$ cat src/rtl/assert_macros.svh
// assertion macros shared by the scheduler rtl
`ifndef ASSERT_MACROS_SVH
`define ASSERT_MACROS_SVH

// property checked on every rising clock edge outside reset
`define MLFS_ASSERT(lbl, prop, msg) \
  lbl: assert property (@(posedge clk_i) disable iff (!rst_ni) prop) \
    else $error(msg);

// condition that must never be true outside reset
`define MLFS_NEVER(lbl, cond, msg) \
  lbl: assert property (@(posedge clk_i) disable iff (!rst_ni) !(cond)) \
    else $error(msg);

`endif

$ cat src/rtl/mlfs_pkg.sv
// shared constants and types for the multilevel feedback scheduler
package mlfs_pkg;

  // default sizes
  localparam int MLFS_LEVELS  = 8;
  localparam int MLFS_THREADS = 16;

  // fixed field widths
  localparam int MODE_W  = 3;
  localparam int TID_W   = 4;
  localparam int LEVEL_W = 3;

  // event kinds
  localparam logic [MODE_W-1:0] MODE_NEW     = 3'd0;
  localparam logic [MODE_W-1:0] MODE_BLOCK   = 3'd1;
  localparam logic [MODE_W-1:0] MODE_END     = 3'd2;
  localparam logic [MODE_W-1:0] MODE_UNBLOCK = 3'd3;
  localparam logic [MODE_W-1:0] MODE_TIMER   = 3'd4;

  // request from the sequencer to the queue pointer bank
  typedef struct packed {
    logic push;
    logic pop;
  } ptr_op_t;

  // status of the selected level
  typedef struct packed {
    logic full;
    logic nonempty;
  } ptr_sts_t;

endpackage

$ cat src/rtl/mlfs_ifs.sv
// event and result channel interfaces
interface mlfs_evt_if import mlfs_pkg::*; ();
  logic              valid;
  logic              ready;
  logic [MODE_W-1:0] mode;
  logic [TID_W-1:0]  thread_id;

  modport source (output valid, mode, thread_id, input ready);
  modport sink   (input valid, mode, thread_id, output ready);
endinterface

interface mlfs_res_if import mlfs_pkg::*; ();
  logic               valid;
  logic               ready;
  logic               switched;
  logic [TID_W-1:0]   old_thread;
  logic [TID_W-1:0]   new_thread;
  logic               none_ready;
  logic [LEVEL_W-1:0] level;

  modport source (output valid, switched, old_thread, new_thread, none_ready, level,
                  input ready);
  modport sink   (input valid, switched, old_thread, new_thread, none_ready, level,
                  output ready);
endinterface

$ cat src/rtl/mlfs_queue_store.sv
// thread number storage for all ready fifos, one write and one read port
module mlfs_queue_store import mlfs_pkg::*; #(
  parameter int LEVELS  = MLFS_LEVELS,
  parameter int THREADS = MLFS_THREADS
) (
  input  logic                                          clk_i,
  input  logic                                          we_i,
  input  logic [$clog2(LEVELS)+$clog2(THREADS)-1:0]     waddr_i,
  input  logic [TID_W-1:0]                              wdata_i,
  input  logic                                          re_i,
  input  logic [$clog2(LEVELS)+$clog2(THREADS)-1:0]     raddr_i,
  output logic [TID_W-1:0]                              rdata_o
);

  localparam int ADDR_W = $clog2(LEVELS) + $clog2(THREADS);
  localparam int DEPTH  = LEVELS * (2 ** $clog2(THREADS));

  logic [TID_W-1:0] mem_q [DEPTH];
  logic [TID_W-1:0] rdata_q;

  // write port
  always_ff @(posedge clk_i) begin
    if (we_i) begin
      mem_q[waddr_i] <= wdata_i;
    end
  end

  // registered read port
  always_ff @(posedge clk_i) begin
    if (re_i) begin
      rdata_q <= mem_q[raddr_i];
    end
  end

  assign rdata_o = rdata_q;

endmodule

$ cat src/rtl/mlfs_queue_ptrs.sv
// head, tail and fill count of every ready fifo, one level served at a time
module mlfs_queue_ptrs import mlfs_pkg::*; #(
  parameter int LEVELS  = MLFS_LEVELS,
  parameter int THREADS = MLFS_THREADS
) (
  input  logic                        clk_i,
  input  logic                        rst_ni,
  input  ptr_op_t                     op_i,
  input  logic [$clog2(LEVELS)-1:0]   lvl_i,
  output ptr_sts_t                    sts_o,
  output logic [$clog2(THREADS)-1:0]  head_o,
  output logic [$clog2(THREADS)-1:0]  tail_o
);

  localparam int PTR_W  = $clog2(THREADS);
  localparam int FILL_W = $clog2(THREADS + 1);

  logic [PTR_W-1:0]  head_q [LEVELS];
  logic [PTR_W-1:0]  tail_q [LEVELS];
  logic [FILL_W-1:0] fill_q [LEVELS];

  logic [PTR_W-1:0]  head_sel;
  logic [PTR_W-1:0]  tail_sel;
  logic [FILL_W-1:0] fill_sel;
  logic              full_sel;
  logic              do_push;
  logic              do_pop;

  // selected level
  assign head_sel = head_q[lvl_i];
  assign tail_sel = tail_q[lvl_i];
  assign fill_sel = fill_q[lvl_i];
  assign full_sel = (fill_sel == FILL_W'(THREADS));

  assign do_push = op_i.push && !full_sel;
  assign do_pop  = op_i.pop && (fill_sel != '0);

  assign sts_o.full     = full_sel;
  assign sts_o.nonempty = (fill_sel != '0);
  assign head_o         = head_sel;
  assign tail_o         = tail_sel;

  // pointer and count update, wrapping at the fifo depth
  always_ff @(posedge clk_i or negedge rst_ni) begin
    if (!rst_ni) begin
      for (int i = 0; i < LEVELS; i++) begin
        head_q[i] <= '0;
        tail_q[i] <= '0;
        fill_q[i] <= '0;
      end
    end else begin
      if (do_push) begin
        tail_q[lvl_i] <= (tail_sel == PTR_W'(THREADS - 1)) ? '0 : tail_sel + 1'b1;
        fill_q[lvl_i] <= fill_sel + 1'b1;
      end else if (do_pop) begin
        head_q[lvl_i] <= (head_sel == PTR_W'(THREADS - 1)) ? '0 : head_sel + 1'b1;
        fill_q[lvl_i] <= fill_sel - 1'b1;
      end
    end
  end

endmodule

$ cat src/rtl/multilevel_feedback_scheduler_unit.sv
// multilevel feedback scheduler: event sequencer, ready fifos and result register
//
// Usage: each word on evt_i names an event kind (new, block, end, unblock,
// timer tick) and a thread. Exactly one result word per event leaves on
// res_o: whether a switch was decided, the old and new thread, whether no
// thread was ready, and the current priority level afterwards.
// An event is worked on by a small sequencer around one level counter and
// one compare: an optional fifo push, then, for a switching event, a scan
// of the levels from 0 upwards, one level per cycle, and a registered
// memory read of the chosen fifo head. evt_i.ready is low while the event
// is in work. Reset empties all fifos, clears the running thread, the
// level and the thread count; the fifo storage itself is not cleared and
// needs no pass. A result waits in its output register while res_o.ready
// is low; the next event is accepted meanwhile and its result is held
// back until the register is free.
`include "assert_macros.svh"

module multilevel_feedback_scheduler_unit import mlfs_pkg::*; #(
  parameter int LEVELS  = MLFS_LEVELS,
  parameter int THREADS = MLFS_THREADS
) (
  input  logic        clk_i,
  input  logic        rst_ni,
  mlfs_evt_if.sink    evt_i,
  mlfs_res_if.source  res_o
);

  localparam int LVL_W = $clog2(LEVELS);
  localparam int PTR_W = $clog2(THREADS);
  localparam int TOT_W = $clog2(THREADS + 1);

  typedef enum logic [2:0] {
    S_IDLE,
    S_PUSH,
    S_SCAN,
    S_POP,
    S_DONE
  } state_e;

  state_e state_q, state_d;

  logic [LVL_W-1:0] lvl_q, lvl_d;
  logic [TID_W-1:0] push_tid_q, push_tid_d;
  logic             sw_q, sw_d;
  logic [TID_W-1:0] running_q, running_d;
  logic [LVL_W-1:0] cur_lvl_q, cur_lvl_d;
  logic [TOT_W-1:0] total_q, total_d;
  logic [TID_W-1:0] old_q, old_d;
  logic [TID_W-1:0] new_q, new_d;
  logic             none_q, none_d;

  logic               out_valid_q, out_valid_d;
  logic               out_sw_q, out_sw_d;
  logic [TID_W-1:0]   out_old_q, out_old_d;
  logic [TID_W-1:0]   out_new_q, out_new_d;
  logic               out_none_q, out_none_d;
  logic [LEVEL_W-1:0] out_lvl_q, out_lvl_d;

  ptr_op_t          ptr_op;
  ptr_sts_t         ptr_sts;
  logic [PTR_W-1:0] head;
  logic [PTR_W-1:0] tail;
  logic             mem_we;
  logic             mem_re;
  logic [TID_W-1:0] mem_rdata;

  logic             accept;
  logic             tid_ok;
  logic             ev_push;
  logic             ev_sw;
  logic             demote;
  logic             last_lvl;

  // queue pointer bank and storage
  mlfs_queue_ptrs #(
    .LEVELS  (LEVELS),
    .THREADS (THREADS)
  ) u_ptrs (
    .clk_i  (clk_i),
    .rst_ni (rst_ni),
    .op_i   (ptr_op),
    .lvl_i  (lvl_q),
    .sts_o  (ptr_sts),
    .head_o (head),
    .tail_o (tail)
  );

  mlfs_queue_store #(
    .LEVELS  (LEVELS),
    .THREADS (THREADS)
  ) u_store (
    .clk_i   (clk_i),
    .we_i    (mem_we),
    .waddr_i ({lvl_q, tail}),
    .wdata_i (push_tid_q),
    .re_i    (mem_re),
    .raddr_i ({lvl_q, head}),
    .rdata_o (mem_rdata)
  );

  // event decode
  assign evt_i.ready = (state_q == S_IDLE);
  assign accept      = evt_i.valid && evt_i.ready;
  assign tid_ok      = (evt_i.mode == MODE_TIMER) || (32'(evt_i.thread_id) < THREADS);
  assign last_lvl    = (lvl_q == LVL_W'(LEVELS - 1));
  assign demote      = (cur_lvl_q != LVL_W'(LEVELS - 1)) && (total_q > TOT_W'(1));

  always_comb begin
    ev_push = 1'b0;
    ev_sw   = 1'b0;
    case (evt_i.mode)
      MODE_NEW, MODE_UNBLOCK: ev_push = tid_ok;
      MODE_BLOCK, MODE_END:   ev_sw   = tid_ok;
      MODE_TIMER: begin
        ev_push = 1'b1;
        ev_sw   = 1'b1;
      end
      default: ;
    endcase
  end

  // sequencer next state
  always_comb begin
    state_d     = state_q;
    lvl_d       = lvl_q;
    push_tid_d  = push_tid_q;
    sw_d        = sw_q;
    running_d   = running_q;
    cur_lvl_d   = cur_lvl_q;
    total_d     = total_q;
    old_d       = old_q;
    new_d       = new_q;
    none_d      = none_q;
    out_valid_d = out_valid_q && !res_o.ready;
    out_sw_d    = out_sw_q;
    out_old_d   = out_old_q;
    out_new_d   = out_new_q;
    out_none_d  = out_none_q;
    out_lvl_d   = out_lvl_q;
    ptr_op      = '0;
    mem_we      = 1'b0;
    mem_re      = 1'b0;

    unique case (state_q)
      S_IDLE: begin
        if (accept) begin
          sw_d   = ev_sw;
          old_d  = ev_sw ? running_q : '0;
          new_d  = ev_sw ? running_q : '0;
          none_d = ev_sw;
          if (evt_i.mode == MODE_TIMER) begin
            push_tid_d = running_q;
            lvl_d      = cur_lvl_q + LVL_W'(demote);
          end else begin
            push_tid_d = evt_i.thread_id;
            lvl_d      = '0;
          end
          // new thread: level back to 0, count up with saturation
          if (evt_i.mode == MODE_NEW && tid_ok) begin
            cur_lvl_d = '0;
            if (total_q != TOT_W'(THREADS)) begin
              total_d = total_q + 1'b1;
            end
          end
          if (ev_push) begin
            state_d = S_PUSH;
          end else if (ev_sw) begin
            state_d = S_SCAN;
          end else begin
            state_d = S_DONE;
          end
        end
      end
      S_PUSH: begin
        ptr_op.push = 1'b1;
        mem_we      = !ptr_sts.full;
        lvl_d       = '0;
        state_d     = sw_q ? S_SCAN : S_DONE;
      end
      S_SCAN: begin
        if (ptr_sts.nonempty) begin
          ptr_op.pop = 1'b1;
          mem_re     = 1'b1;
          state_d    = S_POP;
        end else if (last_lvl) begin
          state_d = S_DONE;
        end else begin
          lvl_d = lvl_q + 1'b1;
        end
      end
      S_POP: begin
        running_d = mem_rdata;
        cur_lvl_d = lvl_q;
        new_d     = mem_rdata;
        none_d    = 1'b0;
        state_d   = S_DONE;
      end
      S_DONE: begin
        if (!out_valid_q || res_o.ready) begin
          out_valid_d = 1'b1;
          out_sw_d    = sw_q;
          out_old_d   = old_q;
          out_new_d   = new_q;
          out_none_d  = none_q;
          out_lvl_d   = LEVEL_W'(cur_lvl_q);
          state_d     = S_IDLE;
        end
      end
      default: state_d = S_IDLE;
    endcase
  end

  // state and registered outputs
  always_ff @(posedge clk_i or negedge rst_ni) begin
    if (!rst_ni) begin
      state_q     <= S_IDLE;
      running_q   <= '0;
      cur_lvl_q   <= '0;
      total_q     <= '0;
      out_valid_q <= 1'b0;
      lvl_q       <= '0;
      sw_q        <= 1'b0;
    end else begin
      state_q     <= state_d;
      running_q   <= running_d;
      cur_lvl_q   <= cur_lvl_d;
      total_q     <= total_d;
      out_valid_q <= out_valid_d;
      lvl_q       <= lvl_d;
      sw_q        <= sw_d;
    end
  end

  // payload registers
  always_ff @(posedge clk_i) begin
    push_tid_q <= push_tid_d;
    old_q      <= old_d;
    new_q      <= new_d;
    none_q     <= none_d;
    out_sw_q   <= out_sw_d;
    out_old_q  <= out_old_d;
    out_new_q  <= out_new_d;
    out_none_q <= out_none_d;
    out_lvl_q  <= out_lvl_d;
  end

  assign res_o.valid      = out_valid_q;
  assign res_o.switched   = out_sw_q;
  assign res_o.old_thread = out_old_q;
  assign res_o.new_thread = out_new_q;
  assign res_o.none_ready = out_none_q;
  assign res_o.level      = out_lvl_q;

  // checks
  `MLFS_ASSERT(a_idle_keeps_thread,
               (res_o.valid && res_o.none_ready) |-> (res_o.new_thread == res_o.old_thread),
               "nothing ready but running thread changed")
  `MLFS_ASSERT(a_no_switch_zero,
               (res_o.valid && !res_o.switched) |->
                 (res_o.old_thread == '0 && res_o.new_thread == '0),
               "thread numbers reported without a switch")
  `MLFS_NEVER(a_none_needs_switch,
              res_o.valid && res_o.none_ready && !res_o.switched,
              "idle flag without a switch")
  `MLFS_ASSERT(a_level_range,
               cur_lvl_q <= LVL_W'(LEVELS - 1),
               "current level beyond the last level")

endmodule
$ cat src/flat_wrapper.sv
// flat-port wrapper written by rule: the top's interface ports become plain ports
module multilevel_feedback_scheduler_unit_flat import mlfs_pkg::*;
#(
  parameter int LEVELS  = MLFS_LEVELS,
  parameter int THREADS = MLFS_THREADS
)
  (clk_i, rst_ni, evt_i_valid, evt_i_mode, evt_i_thread_id, evt_i_ready, res_o_valid, res_o_switched, res_o_old_thread, res_o_new_thread, res_o_none_ready, res_o_level, res_o_ready);
  mlfs_evt_if evt_i_i ();
  mlfs_res_if res_o_i ();
  input  logic clk_i;
  input  logic rst_ni;
  input wire logic [$bits(evt_i_i.valid)-1:0] evt_i_valid;
  input wire logic [$bits(evt_i_i.mode)-1:0] evt_i_mode;
  input wire logic [$bits(evt_i_i.thread_id)-1:0] evt_i_thread_id;
  output wire logic [$bits(evt_i_i.ready)-1:0] evt_i_ready;
  output wire logic [$bits(res_o_i.valid)-1:0] res_o_valid;
  output wire logic [$bits(res_o_i.switched)-1:0] res_o_switched;
  output wire logic [$bits(res_o_i.old_thread)-1:0] res_o_old_thread;
  output wire logic [$bits(res_o_i.new_thread)-1:0] res_o_new_thread;
  output wire logic [$bits(res_o_i.none_ready)-1:0] res_o_none_ready;
  output wire logic [$bits(res_o_i.level)-1:0] res_o_level;
  input wire logic [$bits(res_o_i.ready)-1:0] res_o_ready;
  assign evt_i_i.valid = evt_i_valid;
  assign evt_i_i.mode = evt_i_mode;
  assign evt_i_i.thread_id = evt_i_thread_id;
  assign evt_i_ready = evt_i_i.ready;
  assign res_o_valid = res_o_i.valid;
  assign res_o_switched = res_o_i.switched;
  assign res_o_old_thread = res_o_i.old_thread;
  assign res_o_new_thread = res_o_i.new_thread;
  assign res_o_none_ready = res_o_i.none_ready;
  assign res_o_level = res_o_i.level;
  assign res_o_i.ready = res_o_ready;
  multilevel_feedback_scheduler_unit #(.LEVELS(LEVELS), .THREADS(THREADS)) u_core (.clk_i(clk_i), .rst_ni(rst_ni), .evt_i(evt_i_i), .res_o(res_o_i));
endmodule
$ cat config.mk
export PLATFORM = sky130hd
export DESIGN_NAME = multilevel_feedback_scheduler_unit_flat
export DESIGN_NICKNAME = d
export VERILOG_FILES = /design/src/rtl/mlfs_pkg.sv /design/src/rtl/mlfs_ifs.sv /design/src/rtl/mlfs_queue_store.sv /design/src/rtl/mlfs_queue_ptrs.sv /design/src/rtl/multilevel_feedback_scheduler_unit.sv /design/src/flat_wrapper.sv
export VERILOG_INCLUDE_DIRS = /design/src /design/src/rtl
export SDC_FILE = /design/constraint.sdc
export NUM_CORES = 1
export LEC_CHECK = 0
export BUFFER_PORTS_ARGS = -buffer_cell sky130_fd_sc_hd__clkbuf_2
export CAP_MARGIN = 20
export CORE_MARGIN = 2
export CORE_UTILIZATION = 63
export DETAILED_ROUTE_END_ITERATION = 10
export HOLD_SLACK_MARGIN = 0.05
export MAX_ROUTING_LAYER = met4
export PLACE_DENSITY = 0.79
export SYNTH_ARGS = -nofsm -noshare
export SYNTH_HDL_FRONTEND = slang
export SYNTH_SLANG_ARGS = --single-unit
$ cat constraint.sdc
create_clock -name clk_i -period 4.2 [get_ports clk_i]
set_input_delay 0.84 -clock clk_i [delete_from_list [all_inputs] [get_ports clk_i]]
set_output_delay 0.84 -clock clk_i [all_outputs]
set_load 0.03 [all_outputs]
# Word-level counts from Yosys, hierarchy flattened
# Memory sizes are Yosys's and may differ from the RTL's. A register that Yosys moved wholly into a read port is not among the register bits.
# Index checks and enable logic that the tools add are counted.
# Widths: inputs -> output; s select.
# word_totals
reg_bits,150
ram_bits,512
in_bits,11
out_inout_bits,15
wordCells,152
mem_count,1
# classes
addsub,7
n_lt_le_gt_ge,3
n_eq_ne,20
n_mux,53
n_bitwise,2
n_reduce_logical,26
# mem_list
name,depth,width,rd,rd_ports_with_merged_regs,write_ports,line_no,rtl
u_core.u_store.mem_q,128,4,1,1,1,mlfs_queue_store.sv:18,logic [TID_W-1:0] mem_q [DEPTH];
# ops
cell,n
$bwmux 40,2
$mux 40,2
$bwmux 32,2
$mux 4,10
$mux 3,13
$bmux 4 s3,2
$bmux 5 s3,1
$demux 5 s3,1
$mux 5,3
$pmux 3 s5,1
$demux 4 s3,1
$eq 3x2->1 const B,4
$mux 1,11
$add 5x1->5 const B,2
$eq 3x3->1 const B,3
$pmux 3 s3,1
$add 4x1->4 const B,2
$eq 4x4->1 const B,2
$ne 2x2->1 const B,4
$pmux 4 s2,1
$reduce_and 2->1,4
$reduce_and 4->1,2
$eq 3x1->1 const B,2
$logic_and 1x1->1,6
23 further kinds,29

# Depth between registers and ports, before layout
# depth
ltp_word,10
mapped_depth,17
mapped_depth_nobuf,13

# Modules after synthesis
# From an unflattened synthesis, not the netlist that was laid out.
# unflattened
hier_cells,1471
area_unflattened_um2,27622.7
# by_module_without_submodules
module,n_inst,cells_each,area_each_um2,seq_area_each_um2
mlfs_queue_store,1,908,20233.2,15494.9
mlfs_queue_ptrs,1,395,5316.3,2602.5
multilevel_feedback_scheduler_unit,1,168,2073.2,1281.2

# Worst setup path after synthesis
# No wires, ideal clock.
# synth_path
path_type,flip-flop to flip-flop
startpoint,register u_core.lvl_q[0]
endpoint,"memory u_core.u_store.mem_q[66][0], enable pin"
setup_ns,0.329
t_arrival_ns,3.404
required_time_ns,3.871
slack_ns,0.466
stages_incl_launch_ff,18
synth_period_minus_slack_ns,3.734
path_cell_list,dfrtp_1 > buf_6 > buf_2 > buf_2 > nand2_1 > nor2_1 > a22oi_1 > and3_1 > clkbuf_1 > ha_1 > nand2_1 > inv_2 > a31oi_2 > buf_2 > and2_1 > nand2_1 > buf_2 > nor2_1
# synth_via
elab_chain_len,9
# synth_rtl
element,line_no,rtl
from (decl),multilevel_feedback_scheduler_unit.sv:42,"logic [LVL_W-1:0] lvl_q, lvl_d;"
from (signal assigned),multilevel_feedback_scheduler_unit.sv:229,lvl_q <= lvl_d;
$not 3->4 (implied by the code),"mlfs_queue_ptrs.sv:31, mlfs_queue_ptrs.sv:32",
$bmux 5 s3,mlfs_queue_ptrs.sv:32,assign fill_sel = fill_q[lvl_i];
$mux 5 (implied by the code) (2 in series),mlfs_queue_ptrs.sv:32,
$eq 5x5->1,mlfs_queue_ptrs.sv:33,assign full_sel = (fill_sel == FILL_W'(THREADS));
$logic_not 1->1,multilevel_feedback_scheduler_unit.sv:176,mem_we = !ptr_sts.full;
$mux 1,multilevel_feedback_scheduler_unit.sv:144,unique case (state_q)
$mux 1,mlfs_queue_store.sv:23,if (we_i) begin
$mux 1 (implied by the code),mlfs_queue_store.sv:24,mem_q[waddr_i] <= wdata_i;
to (decl),mlfs_queue_store.sv:18,
# Parallel ways exist; a longest one is shown, timed or not. The select of a mux whose other input is x is not followed.

# Worst setup path after layout
# layout_path
startpoint,register u_core.lvl_q[2]
endpoint,"register u_core.u_store.rdata_q[0] (netlist: u_core.u_store.rdata_o[0]), read port of u_core.u_store.mem_q, data pin"
# layout_via
elab_chain_len,7
# layout_rtl
element,line_no,rtl
$not 3->4 (implied by the code),"mlfs_queue_ptrs.sv:30, mlfs_queue_ptrs.sv:32",
$bmux 5 s3,mlfs_queue_ptrs.sv:32,
$mux 5 (implied by the code) (2 in series),mlfs_queue_ptrs.sv:32,
$reduce_bool 5->1,mlfs_queue_ptrs.sv:39,assign sts_o.nonempty = (fill_sel != '0);
$mux 1,multilevel_feedback_scheduler_unit.sv:181,if (ptr_sts.nonempty) begin
$mux 1,multilevel_feedback_scheduler_unit.sv:144,
to (decl),mlfs_queue_store.sv:19,logic [TID_W-1:0] rdata_q;
# Parallel ways exist; a longest one is shown, timed or not. The select of a mux whose other input is x is not followed.
# A chain may end at the register's enable or synchronous reset.

==> results.md <==
- Total grt overflow: 0
- Nature of the critical path endpoint: flip-flop
- Maximum vdd ir drop: 0.783 mV
- Total Nets Final: 2351
- Core area: 44000 sq um
- Post-DRT Antenna Nets: 0
- Routability Congestion: 0.942
- Post-synth EDFFs: 542
- Min cycle time layout: 3.95 ns
- Synth warnings: 0
- Area grow syn2layout: 11.9%
- Initial core utilization: 63.6%
- Post-synth ARST share: 18.6%
- PostCTS Resize Cnt: 0
- Ports: 26
- 1st-iter DRT viols: 2669
- Post-DP HPWL: 43800 um
- CP startpoint kind: flip-flop
- Final wirelength: 72000 um
- Fin. Hold Viols: 0
- Clock Skew: 0.0187 ns
- Net Count, Synth: 2284
- Avg Cell Area, Syn: 12.4 sq um
- Worst Path Arrival: 4.26 ns
- Post-CTS Hold Buffers: 0
- Worst slew margin: 31.3%
- Maximum fanout along the worst path: 20
- Slew @ Worst Pin: 1.02 ns
- Post-DP Area: 29200 sq um
- Die width: 215 um
- Die area: 46200 sq um
- Row count: 77
- PwrDens: 707 nW/um^2
- IO buf count: 25
- Register area share after synthesis: 69.2%
- TNS Setup: 0 ns
- Die height: 215 um
- Post-CTS Setup Bufs: 0
- Top FF cell, synth: edfxtp_1
- Min-Delay Path Class: input pin to asynchronous set/reset pin
- Root buf cell: clkbuf_16
- Period Utilization, post-route: 94.0%
- Wire length per cell: 24.2 um
- Clock Latency Late Sink: 0.59 ns
- H-tree depth: 3
- Fin area: 31300 sq um
- CTS Buffer Depth: 3
- Final setup fails: 0
- DRC Markers: 0
- Run status: finished clean
- Largest net degree at the start of global routing: 129
- CTS tree: done
- RSZ-0062 raised after global routing: no
- Initial antenna violation count: 3
- Cell area after technology mapping: 28000 sq um
- Tot GR Track Use: 32.4%
- Number of buffers created by CTS: 68
- Sink Count: 666
- Max Transition Viols Final: 0
- Mapped Cells: 2262
- Max Clock Freq: 253 MHz
- Worst setup path class: flip-flop to flip-flop
- First-pass GRT wire length: 110000 um
- Pleak: 11.5 nW
- Vias: 19171
- 1st-pass router iterations: 6
- Clock-pin slew on the worst setup and hold paths: 0.06 ns
- Vias/cell: 6.45
- Flop and latch count out of synthesis: 666
- Max_cap viols: 0
- Number of global-route vias before repair: 18792
- Share of layout cells above drive strength 1: 12.6%
- Distinct cells, synth: 77
- CP Data Required Time: 4.52 ns
-- cells in the final DEF (no fill, tap or decap), types with 6 or more instances in the layout --
master     instances
nand2_1          566
edfxtp_1         542
nand3_1          209
nor2_1           172
dfrtp_1          124
buf_4             85
clkbuf_16         71
a21oi_1           59
mux2_2            52
o21ai_0           42
mux2i_1           35
mux2_1            34
nand4_1           31
and3_1            29
clkbuf_2          24
a31oi_1           23
a22oi_1           18
clkinv_1          15
buf_12            14
and2_1            12
clkbuf_1          12
o22ai_1           11
a311oi_1          11
ha_1              11
a22o_1            10
nor2b_1            9
inv_1              9
mux4_2             9
nor3_1             8
xnor2_1            8
clkinv_2           8
nor3_2             6
o211ai_1           6
-- cells in the mapped netlist (23+ instances only) --
library cell	number	area, sq um
mux2_2	53	597
and3_1	29	181
mux2_1	34	383
nand2_1	566	2120
a21oi_1	59	295
mux2i_1	36	360
clkbuf_1	33	124
buf_2	70	350
edfxtp_1	542	16300
nor2_1	173	649
nand4_1	31	194
a31oi_1	23	144
nand3_1	209	1050
o21ai_0	42	210
dfrtp_1	124	3100
-- power by group --
group | switching (W) | internal [W] | total (W) | leakage [nW]
Sequential | 0.000359 | 0.00801 | 0.00837 | 6.55
Clock | 0.00242 | 0.00332 | 0.00574 | 1.02
Combinational | 0.00557 | 0.00245 | 0.00803 | 3.92
Total | 0.00835 | 0.0138 | 0.0221 | 11.5
-- through the flow --
step | utilization [%] | setup WS [ns] | total power (W) | instances | hold WS, ns
6_report | 71.1 | 0.252 | 0.0221 | 2971 | 0.333
5_1_grt | 71.1 | 0.000506 | 0.0230 | 2971 | 0.393
4_1_cts | 71.1 | 0.272 | 0.0220 | 2967 | 0.345
3_5_place_dp | 66.4 | 0.318 | 0.0163 | 2850 | 0.405
3_3_place_gp | 66.4 | 0.408 | 0.0161 | 2850 | 0.402
2_1_floorplan | - | 0.466 | 0.0137 | 2262 | 0.400
-- sequential cells by signal (all words and copies together) (netlist names), 5 cells and up, named ones only --
register	cells
u_core.total_q	5
u_core.u_ptrs.fill_q	32
u_core.u_ptrs.head_q	32
u_core.u_ptrs.tail_q	32
u_core.u_store.mem_q	512
-- worst paths after layout --
kind,from,endpoint,slack [ns],cells after the start
max,u_core.lvl_q[2],u_core.u_store.rdata_o[0],0.25,10
min,rst_ni,asynchronous set/reset pin,0.33,1
max reg2reg,u_core.lvl_q[2],u_core.u_store.rdata_o[0],0.25,10
min reg2reg,u_core.new_q[3],u_core.res_o.new_thread[3],0.42,0
max in group asynchronous,rst_ni,u_core.u_ptrs.head_q[6],3.05,2
min in group clk_i,u_core.new_q[3],u_core.res_o.new_thread[3],0.42,0
-- metal layers --
layer	global-route usage (%)	up-vias	part of all wire (%)
met1	43.3	9449	38
met2	50.3	1203	48
met3	6.95	176	11
met5	-	-	0
li1	-	8343	-
met4	10.4	0	3.2
-- area by class of cell --
| type | count | area, sq um |
|---|---|---|
| Sequential cell | 666 | 19400 |
| Fill cell | 2918 | 12700 |
| Clock inverter | 34 | 272 |
| Timing Repair Buffer | 124 | 1050 |
| Antenna cell | 3 | 7.51 |
| Tap cell | 592 | 741 |
| Multi-Input combinational cell | 1456 | 8010 |
| Clock buffer | 83 | 1820 |
| Inverter | 13 | 53.8 |
-- logic make-up after synthesis --
family,share of synthesized area [%]
AOI/OAI and AO/OA,5.58
xor gates and xnor gates,0.282
adders and majority gates,0.491
buffers and inverters,2.31
DFF,69.2
muxes,5.59
and+or+nand+nor,16.5
-- critical path, stage by stage, from the launching register on --
cell and delay [ns]:
dfrtp_1 0.63, buf_4 0.26, mux4_2 0.36, mux2_4 0.42, nor2_1 0.67, buf_4 0.30, nand3_1 0.09, nand3_1 0.15
a31oi_1 0.21, nor4_1 0.41, nand4_1 0.15
(Power assumes the default switching activity.)
